## src/design/dda_pkg.sv

```systemverilog
// Shared types and constants for the DDA line rasterizer.
// No dependencies; imported by the front, queue, back and top-level modules.
`default_nettype none

package dda_pkg;

  // Kind of an input item, carried on in_tuser.
  typedef enum logic {
    OP_START   = 1'b0,
    OP_ADVANCE = 1'b1
  } opcode_t;

  // Configuration register indexes.
  typedef enum logic {
    CFG_VIEW_W = 1'b0,
    CFG_VIEW_H = 1'b1
  } cfg_index_t;

  localparam int unsigned SCREEN_BITS = 12;
  localparam logic [SCREEN_BITS-1:0] VIEW_W_RESET = 12'd1024;
  localparam logic [SCREEN_BITS-1:0] VIEW_H_RESET = 12'd768;

  // Entries in the queue between the front and the back.
  localparam int unsigned QUEUE_DEPTH = 2;

  typedef enum logic {
    BK_IDLE,
    BK_DIVIDE
  } back_state_t;

endpackage

`default_nettype wire

```

## src/design/dda_line_rasterizer.sv

```systemverilog
// Top level of the DDA line rasterizer: screen size registers and the
// front / queue / back chain. Depends on dda_pkg, dda_front, dda_queue, dda_back.
//
//   Channel | Ports                  | tdata (low bit up)               | tuser / tlast
//   input   | in_tvalid/tready       | start_x, start_y, end_x, end_y   | opcode / -
//   output  | out_tvalid/tready      | pixel_x, pixel_y                 | on_screen / last_pixel
//   config  | cfg_valid/ready        | cfg_index, cfg_data              | -
//
// A start beat occupies the back while it loads and then divides, one quotient bit per
// cycle from the restoring divider whose divisor x and y share; it gives no output.
// An advance beat waits for the output register when a line is active and then yields
// one pixel beat; with no line active it is dropped.
// Input beats pass a front register and a two-entry queue first.
// Reset is synchronous and active low; screen size returns to 1024 x 768.
// The output register accepts a new pixel in the same cycle its beat is taken.
`default_nettype none

module dda_line_rasterizer #(
  parameter int unsigned COORD_BITS = 13,
  parameter int unsigned FRAC_BITS  = 16
) (
  input  wire logic                                      clk,
  input  wire logic                                      rst_n,
  input  wire logic                                      in_tvalid,
  output logic                                           in_tready,
  // start_x, start_y, end_x, end_y, zero pad
  input  wire logic [((4*COORD_BITS+7)/8)*8-1:0]         in_tdata,
  // opcode
  input  wire logic                                      in_tuser,
  output logic                                           out_tvalid,
  input  wire logic                                      out_tready,
  // pixel_x, pixel_y, zero pad
  output logic [((2*COORD_BITS+7)/8)*8-1:0]              out_tdata,
  // on_screen
  output logic                                           out_tuser,
  output logic                                           out_tlast,
  input  wire logic                                      cfg_valid,
  output logic                                           cfg_ready,
  input  wire logic                                      cfg_index,
  input  wire logic [dda_pkg::SCREEN_BITS-1:0]           cfg_data
);
  import dda_pkg::*;

  localparam int unsigned C       = COORD_BITS;
  localparam int unsigned IN_W    = ((4*C+7)/8)*8;
  localparam int unsigned OUT_W   = ((2*C+7)/8)*8;
  localparam int unsigned ENTRY_W = 4*C + 3;

  logic [SCREEN_BITS-1:0] view_w_r, view_h_r;
  logic                   push_valid, push_ready, pop_valid, pop_ready;
  logic [ENTRY_W-1:0]     push_data, pop_data;
  logic [C-1:0]           pixel_x, pixel_y;

  assign cfg_ready = 1'b1;

  always_ff @(posedge clk) begin
    if (!rst_n) begin
      view_w_r <= VIEW_W_RESET;
      view_h_r <= VIEW_H_RESET;
    end else if (cfg_valid) begin
      unique case (cfg_index_t'(cfg_index))
        CFG_VIEW_W: view_w_r <= cfg_data;
        CFG_VIEW_H: view_h_r <= cfg_data;
        default: ;
      endcase
    end
  end

  dda_front #(
    .COORD_BITS (COORD_BITS),
    .IN_W       (IN_W),
    .ENTRY_W    (ENTRY_W)
  ) u_front (
    .clk        (clk),
    .rst_n      (rst_n),
    .in_tvalid  (in_tvalid),
    .in_tready  (in_tready),
    .in_tdata   (in_tdata),
    .in_tuser   (in_tuser),
    .push_valid (push_valid),
    .push_ready (push_ready),
    .push_data  (push_data)
  );

  dda_queue #(
    .WIDTH (ENTRY_W)
  ) u_queue (
    .clk        (clk),
    .rst_n      (rst_n),
    .push_valid (push_valid),
    .push_ready (push_ready),
    .push_data  (push_data),
    .pop_valid  (pop_valid),
    .pop_ready  (pop_ready),
    .pop_data   (pop_data)
  );

  dda_back #(
    .COORD_BITS (COORD_BITS),
    .FRAC_BITS  (FRAC_BITS),
    .ENTRY_W    (ENTRY_W)
  ) u_back (
    .clk           (clk),
    .rst_n         (rst_n),
    .pop_valid     (pop_valid),
    .pop_ready     (pop_ready),
    .pop_data      (pop_data),
    .view_w        (view_w_r),
    .view_h        (view_h_r),
    .out_valid     (out_tvalid),
    .out_ready     (out_tready),
    .pixel_x       (pixel_x),
    .pixel_y       (pixel_y),
    .on_screen     (out_tuser),
    .last_pixel    (out_tlast)
  );

  assign out_tdata = OUT_W'({pixel_y, pixel_x});

endmodule

`default_nettype wire

```

## src/design/dda_front.sv

```systemverilog
// Front end: registers an input beat and classifies it, deriving the deltas,
// their magnitudes and signs. Depends on dda_pkg.
`default_nettype none

module dda_front #(
  parameter int unsigned COORD_BITS = 13,
  parameter int unsigned IN_W       = 56,
  parameter int unsigned ENTRY_W    = 4 * 13 + 3
) (
  input  wire logic                  clk,
  input  wire logic                  rst_n,
  input  wire logic                  in_tvalid,
  output logic                       in_tready,
  input  wire logic [IN_W-1:0]       in_tdata,
  input  wire logic                  in_tuser,
  output logic                       push_valid,
  input  wire logic                  push_ready,
  output logic [ENTRY_W-1:0]         push_data
);
  import dda_pkg::*;

  localparam int unsigned C = COORD_BITS;

  logic                  valid_r;
  logic                  valid_nxt;
  logic                  op_r;
  logic signed [C-1:0]   sx_r, sy_r, ex_r, ey_r;
  logic signed [C:0]     dx, dy;
  logic [C:0]            ax_w, ay_w;
  logic [C-1:0]          ax, ay;

  assign in_tready = !valid_r || push_ready;
  assign valid_nxt = in_tready ? in_tvalid : valid_r;

  always_ff @(posedge clk) begin
    if (!rst_n) begin
      valid_r <= 1'b0;
    end else begin
      valid_r <= valid_nxt;
    end
  end

  always_ff @(posedge clk) begin
    if (in_tvalid && in_tready) begin
      op_r <= in_tuser;
      sx_r <= in_tdata[C-1:0];
      sy_r <= in_tdata[2*C-1:C];
      ex_r <= in_tdata[3*C-1:2*C];
      ey_r <= in_tdata[4*C-1:3*C];
    end
  end

  // The deltas never exceed 2^C-1 in magnitude, so C bits hold them.
  always_comb begin
    dx   = (C+1)'(ex_r) - (C+1)'(sx_r);
    dy   = (C+1)'(ey_r) - (C+1)'(sy_r);
    ax_w = dx[C] ? (C+1)'(-dx) : dx;
    ay_w = dy[C] ? (C+1)'(-dy) : dy;
    ax   = ax_w[C-1:0];
    ay   = ay_w[C-1:0];
  end

  assign push_valid = valid_r;
  assign push_data  = {dy[C], dx[C], ay, ax, sy_r, sx_r, op_r};

endmodule

`default_nettype wire

```

## src/design/dda_queue.sv

```systemverilog
// Short first-in first-out queue that decouples the front from the back.
// Depends on dda_pkg for its depth.
`default_nettype none

module dda_queue #(
  parameter int unsigned WIDTH = 55
) (
  input  wire logic             clk,
  input  wire logic             rst_n,
  input  wire logic             push_valid,
  output logic                  push_ready,
  input  wire logic [WIDTH-1:0] push_data,
  output logic                  pop_valid,
  input  wire logic             pop_ready,
  output logic [WIDTH-1:0]      pop_data
);
  import dda_pkg::*;

  localparam int unsigned PTR_W = (QUEUE_DEPTH > 1) ? $clog2(QUEUE_DEPTH) : 1;
  localparam int unsigned CNT_W = $clog2(QUEUE_DEPTH + 1);

  logic [WIDTH-1:0] slot_r [QUEUE_DEPTH];
  logic [PTR_W-1:0] wr_ptr_r, rd_ptr_r;
  logic [CNT_W-1:0] count_r;
  logic             do_push, do_pop;

  assign push_ready = (count_r != CNT_W'(QUEUE_DEPTH));
  assign pop_valid  = (count_r != '0);
  assign pop_data   = slot_r[rd_ptr_r];
  assign do_push    = push_valid && push_ready;
  assign do_pop     = pop_valid && pop_ready;

  always_ff @(posedge clk) begin
    if (!rst_n) begin
      wr_ptr_r <= '0;
      rd_ptr_r <= '0;
      count_r  <= '0;
    end else begin
      if (do_push) begin
        wr_ptr_r <= (wr_ptr_r == PTR_W'(QUEUE_DEPTH - 1)) ? '0 : wr_ptr_r + 1'b1;
      end
      if (do_pop) begin
        rd_ptr_r <= (rd_ptr_r == PTR_W'(QUEUE_DEPTH - 1)) ? '0 : rd_ptr_r + 1'b1;
      end
      if (do_push && !do_pop) begin
        count_r <= count_r + 1'b1;
      end else if (do_pop && !do_push) begin
        count_r <= count_r - 1'b1;
      end
    end
  end

  always_ff @(posedge clk) begin
    if (do_push) begin
      slot_r[wr_ptr_r] <= push_data;
    end
  end

endmodule

`default_nettype wire

```

## src/design/dda_back.sv

```systemverilog
// Back end: divides the deltas into increments one quotient bit per cycle,
// then steps the accumulators and drives the pixel output register.
// Depends on dda_pkg.
`default_nettype none

module dda_back #(
  parameter int unsigned COORD_BITS = 13,
  parameter int unsigned FRAC_BITS  = 16,
  parameter int unsigned ENTRY_W    = 4 * 13 + 3
) (
  input  wire logic                                clk,
  input  wire logic                                rst_n,
  input  wire logic                                pop_valid,
  output logic                                     pop_ready,
  input  wire logic [ENTRY_W-1:0]                  pop_data,
  input  wire logic [dda_pkg::SCREEN_BITS-1:0]     view_w,
  input  wire logic [dda_pkg::SCREEN_BITS-1:0]     view_h,
  output logic                                     out_valid,
  input  wire logic                                out_ready,
  output logic [COORD_BITS-1:0]                    pixel_x,
  output logic [COORD_BITS-1:0]                    pixel_y,
  output logic                                     on_screen,
  output logic                                     last_pixel
);
  import dda_pkg::*;

  localparam int unsigned C     = COORD_BITS;
  localparam int unsigned F     = FRAC_BITS;
  localparam int unsigned ACC_W = C + F;
  localparam int unsigned INC_W = F + 2;
  localparam int unsigned Q_W   = F + 1;
  localparam int unsigned CNT_W = $clog2(F + 1);
  localparam int unsigned CMP_W = (C > SCREEN_BITS) ? C : SCREEN_BITS;

  back_state_t              state_r, state_nxt;
  logic                     line_active_r, line_active_nxt;
  logic                     out_valid_r, out_valid_nxt;

  logic signed [ACC_W-1:0]  acc_x_r, acc_y_r;
  logic signed [INC_W-1:0]  inc_x_r, inc_y_r;
  logic [C-1:0]             steps_left_r;
  logic [C-1:0]             divisor_r;
  logic [C:0]               rem_x_r, rem_y_r;
  logic [Q_W-1:0]           q_x_r, q_y_r;
  logic                     neg_x_r, neg_y_r;
  logic [CNT_W-1:0]         cnt_r;
  logic [C-1:0]             pix_x_r, pix_y_r;
  logic                     on_screen_r, last_r;

  // Queue entry fields.
  logic                     e_op;
  logic [C-1:0]             e_sx, e_sy, e_ax, e_ay;
  logic                     e_nx, e_ny;
  logic [C-1:0]             e_steps;

  logic                     out_free;
  logic                     take_start, take_adv, emit;
  logic                     ge_x, ge_y;
  logic [C:0]               t_x, t_y;
  logic [Q_W-1:0]           q_x_nxt, q_y_nxt;
  logic                     div_last;
  logic [ACC_W-1:0]         tr_x, tr_y;
  logic                     in_x, in_y;

  assign e_op    = pop_data[0];
  assign e_sx    = pop_data[C:1];
  assign e_sy    = pop_data[2*C:C+1];
  assign e_ax    = pop_data[3*C:2*C+1];
  assign e_ay    = pop_data[4*C:3*C+1];
  assign e_nx    = pop_data[4*C+1];
  assign e_ny    = pop_data[4*C+2];
  assign e_steps = (e_ax > e_ay) ? e_ax : e_ay;

  assign out_free = !out_valid_r || out_ready;

  // While idle, a start is taken at once; an advance waits for the output register
  // unless no line is active, in which case it is dropped.
  always_comb begin
    take_start = 1'b0;
    take_adv   = 1'b0;
    if (state_r == BK_IDLE && pop_valid) begin
      if (opcode_t'(e_op) == OP_START) begin
        take_start = 1'b1;
      end else if (!line_active_r || out_free) begin
        take_adv = 1'b1;
      end
    end
  end

  assign pop_ready = take_start || take_adv;
  assign emit      = take_adv && line_active_r;
  assign div_last  = (state_r == BK_DIVIDE) && (cnt_r == '0);

  always_comb begin
    state_nxt       = state_r;
    line_active_nxt = line_active_r;
    out_valid_nxt   = out_valid_r && !out_ready;
    unique case (state_r)
      BK_IDLE: begin
        if (take_start) begin
          state_nxt       = BK_DIVIDE;
          line_active_nxt = 1'b0;
        end else if (emit) begin
          out_valid_nxt = 1'b1;
          if (steps_left_r == '0) begin
            line_active_nxt = 1'b0;
          end
        end
      end
      BK_DIVIDE: begin
        if (div_last) begin
          state_nxt       = BK_IDLE;
          line_active_nxt = 1'b1;
        end
      end
      default: begin
        state_nxt = BK_IDLE;
      end
    endcase
  end

  always_ff @(posedge clk) begin
    if (!rst_n) begin
      state_r       <= BK_IDLE;
      line_active_r <= 1'b0;
      out_valid_r   <= 1'b0;
    end else begin
      state_r       <= state_nxt;
      line_active_r <= line_active_nxt;
      out_valid_r   <= out_valid_nxt;
    end
  end

  // Restoring division of |delta| * 2^F by steps. Since |delta| <= steps the
  // remainder starts as |delta| and the first bit carries weight 2^F.
  always_comb begin
    ge_x    = (rem_x_r >= {1'b0, divisor_r});
    ge_y    = (rem_y_r >= {1'b0, divisor_r});
    t_x     = ge_x ? rem_x_r - {1'b0, divisor_r} : rem_x_r;
    t_y     = ge_y ? rem_y_r - {1'b0, divisor_r} : rem_y_r;
    q_x_nxt = {q_x_r[Q_W-2:0], ge_x};
    q_y_nxt = {q_y_r[Q_W-2:0], ge_y};
  end

  // Truncation toward zero: bias negative values by 2^F-1 before the shift.
  always_comb begin
    tr_x = acc_x_r + {{C{1'b0}}, {F{acc_x_r[ACC_W-1]}}};
    tr_y = acc_y_r + {{C{1'b0}}, {F{acc_y_r[ACC_W-1]}}};
    in_x = !acc_x_r[ACC_W-1] &&
           (CMP_W'(acc_x_r[ACC_W-1:F]) < CMP_W'(view_w));
    in_y = !acc_y_r[ACC_W-1] &&
           (CMP_W'(acc_y_r[ACC_W-1:F]) < CMP_W'(view_h));
  end

  always_ff @(posedge clk) begin
    if (take_start) begin
      acc_x_r      <= {e_sx, {F{1'b0}}};
      acc_y_r      <= {e_sy, {F{1'b0}}};
      rem_x_r      <= {1'b0, e_ax};
      rem_y_r      <= {1'b0, e_ay};
      neg_x_r      <= e_nx;
      neg_y_r      <= e_ny;
      divisor_r    <= e_steps;
      steps_left_r <= e_steps;
      q_x_r        <= '0;
      q_y_r        <= '0;
      cnt_r        <= CNT_W'(F);
    end else if (state_r == BK_DIVIDE) begin
      rem_x_r <= {t_x[C-1:0], 1'b0};
      rem_y_r <= {t_y[C-1:0], 1'b0};
      q_x_r   <= q_x_nxt;
      q_y_r   <= q_y_nxt;
      cnt_r   <= cnt_r - 1'b1;
      if (div_last) begin
        if (divisor_r == '0) begin
          inc_x_r <= '0;
          inc_y_r <= '0;
        end else begin
          inc_x_r <= neg_x_r ? -INC_W'(q_x_nxt) : INC_W'(q_x_nxt);
          inc_y_r <= neg_y_r ? -INC_W'(q_y_nxt) : INC_W'(q_y_nxt);
        end
      end
    end else if (emit) begin
      pix_x_r     <= tr_x[ACC_W-1:F];
      pix_y_r     <= tr_y[ACC_W-1:F];
      on_screen_r <= in_x && in_y;
      last_r      <= (steps_left_r == '0);
      if (steps_left_r != '0) begin
        steps_left_r <= steps_left_r - 1'b1;
        acc_x_r      <= acc_x_r + ACC_W'(inc_x_r);
        acc_y_r      <= acc_y_r + ACC_W'(inc_y_r);
      end
    end
  end

  assign out_valid  = out_valid_r;
  assign pixel_x    = pix_x_r;
  assign pixel_y    = pix_y_r;
  assign on_screen  = on_screen_r;
  assign last_pixel = last_r;

endmodule

`default_nettype wire

```

## config.mk

```make
export PLATFORM = sky130hd
export DESIGN_NAME = dda_line_rasterizer
export DESIGN_NICKNAME = d
export VERILOG_FILES = /design/src/design/dda_pkg.sv /design/src/design/dda_line_rasterizer.sv /design/src/design/dda_front.sv /design/src/design/dda_queue.sv /design/src/design/dda_back.sv
export SDC_FILE = /design/constraint.sdc
export NUM_CORES = 1
export LEC_CHECK = 0
export BUFFER_PORTS_ARGS = -buffer_cell sky130_fd_sc_hd__buf_4
export CORE_MARGIN = 10
export CORE_UTILIZATION = 55
export CTS_BUF_LIST = sky130_fd_sc_hd__clkbuf_8
export DETAILED_ROUTE_END_ITERATION = 12
export PLACE_DENSITY = 0.81
export SETUP_SLACK_MARGIN = 0.15
export SLEW_MARGIN = 0
export SYNTH_ARGS = -nofsm -noshare
export SYNTH_HDL_FRONTEND = slang
export SYNTH_HIERARCHICAL = 1
export SYNTH_SLANG_ARGS = --single-unit
```

## constraint.sdc

```tcl
create_clock -name clk -period 4.2 [get_ports clk]
set_input_delay 1.05 -clock clk [delete_from_list [all_inputs] [get_ports clk]]
set_output_delay 1.05 -clock clk [all_outputs]
set_load 0.05 [all_outputs]
```

==> flow_summary_export.csv <==
group,metric,value,unit
status,outcome,"completed",
power_and_ir_drop,vdd_drop_max,554,uV
layout,drive_gt1_share,13.3,%
timing,finalCritPeriodShare,84.8,%
logic_synthesis,ys_types,92,
min_path,whs_endpoint,"view_h_r[10]",
min_path,hp-start,"view_h_r[10]",
place,dp_hpwl,40600,microns
detailed_routing,ant_nets,0,
die,fp.dieW,229,microns
layout,diodes,0,
timing,maxClockFrequency,0.281,GHz
die,fp.dieArea,52300,sq um
clock_network,numCtsBuffers,71,
logic_synthesis,synth_edf_count,307,
clock_network,h-tree-depth,3,
worst_setup_path,r2r_setup_slack,0.64,ns
timing,finalSetupViolations,0,
logic_synthesis,yosysSeqAreaShare,47.2,%
timing,tns,0,ns
die,num_io_pins,112,
timing,whs,0.455,ns
detailed_routing,dr.pass1.iters,6,
timing,worst-slew-pin-transition,0.958,ns
logic_synthesis,netlist_top_cells_count,"edfxtp_1 (307), nand2_1 (238), ha_1 (180)",
clock_network,cts-root-buf,"clkbuf_8",
clock_network,holdBufCountCts,0,
global_route,track_usage,20.3,%
die,start_util,55.6,%
die,chipHeight,229,microns
logic_synthesis,synth_area_leaders,"edfxtp_1 (38%), ha_1 (9.4%), dfxtp_1 (8.7%), nand2_1 (3.7%), o21ai_0 (3.6%)",
worst_setup_path,r2r-end,"u_back/steps_left_r[7]",
worst_setup_path,start_kind,"flop",
job,drv_cap,0,
timing,grt_setup_unrepaired,"false",
logic_synthesis,syn_inst,2302,
timing,skew,0.0362,ns
timing,fin_crit,3.56,ns
worst_setup_path,required,4.58,ns
min_path,hold_class,"flop to flop",
clock_network,clkTransAtPathRegs,0.06,ns
detailed_routing,drc_errors,0,
timing,finalMaxSlewViolations,0,
place,numPortBuffers,100,
logic_synthesis,avgSynthCellArea,10.4,sq um
die,num_rows,76,
layout,area_growth_syn_to_layout,10.4,%
logic_synthesis,netlist_area,24000,sq um
worst_setup_path,cp-end-kind,"flop",
worst_setup_path,worstSetupPathType,"flop to flop",
min_path,hold_path_depth,2,
detailed_routing,wl_per_cell,18.0,microns
layout,fillers,3419,
place,place.gp.congestion,0.925,
clock_network,cts.sinks,411,
clock_network,clk_path_buf_depth,3,
die,core_area,43100,sq um
worst_setup_path,reg2reg_depth,11,
logic_synthesis,synth_top_area_share,38.5,%
global_route,grt_overflow_total,0,
power_and_ir_drop,cellPowerDensity,625,nW/um^2
global_route,grt_max_degree,77,
detailed_routing,avgViaCountPerCell,5.78,
logic_synthesis,yosysMostFrequentCell,"edfxtp_1",
global_route,grt_pass1_wl,87800,microns
global_route,antenna_found_initial,0,
timing,maxSlewHeadroom,36.1,%
logic_synthesis,yosysWarningCount,6,
power_and_ir_drop,p_leak,10.7,nW
clock_network,clkLatencyLatePin,0.63,ns
clock_network,cts_setup_buffers,0,
detailed_routing,wl,54900,microns
logic_synthesis,synth.largest_area_cell,"edfxtp_1",
detailed_routing,vias,17700,
timing,finalHoldViolations,0,
logic_synthesis,synth_ff_type,"edfxtp_1",
clock_network,cts.repair.resized,0,
worst_setup_path,critPathArrivalTime,3.94,ns
logic_synthesis,yosys_register_bits,411,
logic_synthesis,async_flop_share,0,%
clock_network,cts_tree,"done",
detailed_routing,first_iter_violations,1196,
global_route,grt_pass1_vias,17400,
layout,nets,2674,
worst_setup_path,critPathMaxFanout,41,
==> placed cells by master (no fill, tap or decap), types with 49 or more instances in the layout <==
cell type,Yosys,routed
xor2_1,82,82
clkbuf_8,0,74
nor2_1,132,132
edfxtp_1,307,307
inv_1,130,158
a21o_1,49,49
o21ai_0,170,170
mux2_2,71,71
a21oi_1,134,134
ha_1,180,180
xnor2_1,88,88
nand3_1,70,70
buf_4,13,124
dfxtp_1,104,102
nand2_1,238,238
==> worst max-delay path, stage by stage, from the launching register on <==
cell,delay [ns]
dfxtp_2,0.47
buf_12,0.27
mux2_2,0.42
ha_1,0.33
a21o_1,0.19
a21o_1,0.17
a21oi_1,0.14
o21ai_0,0.17
o21ai_0,0.29
buf_4,0.23
mux2_2,0.36
mux2_2,0.26
==> layout make-up <==
cell class	instances	area [sq um]	area share [%]
Multi-Input combinational cell	1673	11700	44.2
Sequential cell	411	11300	42.7
Clock buffer	74	1020	3.85
Timing Repair Buffer	125	951	3.59
Tap cell	585	732	2.77
Inverter	131	492	1.86
Clock inverter	54	254	0.960
==> sequential cells by signal, summed over array words and instances (netlist names), 2 cells and up, named ones only <==
register	flops
view_w_r	12
u_back/pixel_x	13
u_back/steps_left_r	13
u_back/pixel_y	13
u_back/divisor_r	13
u_queue/slot_r	110
u_back/q_x_r	16
u_back/q_y_r	16
view_h_r	12
u_back/rem_y_r	14
u_back/acc_x_r	29
u_queue/count_r	2
u_back/inc_x_r	18
u_back/inc_y_r	18
u_front/sx_r	13
u_front/sy_r	13
u_back/rem_x_r	14
u_back/acc_y_r	29
u_back/cnt_r	5
u_front/ey_r	13
u_front/ex_r	13
==> power breakdown <==
group,total [mW],internal [mW],switching (mW)
registers,6.11,5.54,0.575
logic,7.17,2.98,4.18
clock network,3.26,1.64,1.62
==> kinds of logic after synthesis <==
kind of cell               after synthesis  share of synthesized area [%]
and+or+nand+nor                        642                           12.8
AOI/OAI and AO/OA                      564                           15.0
other                                    2                         0.0314
xor gates and xnor gates               170                           6.22
buffers and inverters                  223                           4.14
adders and majority gates              186                           9.90
DFF                                    411                           47.2
muxes                                  104                           4.72
==> stage by stage <==
stage	area [sq um]	utilization, %	total power, mW	setup slack (ns)	instances
3_5_place_dp	25200	58.5	13.2	0.713	2925
6_report	26500	61.4	16.5	0.639	3053
3_3_place_gp	25200	58.5	12.9	0.745	2925
2_1_floorplan	24000	-	11.5	0.528	2307
5_1_grt	26500	61.4	17.7	0.477	3053
4_1_cts	26500	61.4	16.6	0.698	3053
==> worst max path at each step <==
| stage | endpoint | slack (ns) | cells after the start |
|---|---|---|---|
| global route | u_queue/slot_r[1][44] | 0.48 | 11 |
| CTS | u_back/steps_left_r[7] | 0.70 | 11 |
| global placement | u_back/steps_left_r[7] | 0.75 | 11 |
| finish | u_back/steps_left_r[7] | 0.64 | 11 |
| floorplan | u_back/inc_x_r[0] | 0.53 | 4 |
| detailed placement | u_back/steps_left_r[7] | 0.71 | 11 |
==> routing by layer <==
layer | GRT usage [%] | share of wire (%) | vias to the layer above
li1 | - | - | 8641
met1 | 25.3 | 43 | 8345
met2 | 34.4 | 48 | 540
met3 | 3.71 | 5.6 | 130
met4 | 8.27 | 3.5 | 0
met5 | 0 | 0 | -
Power figures use the tool's default switching activity.
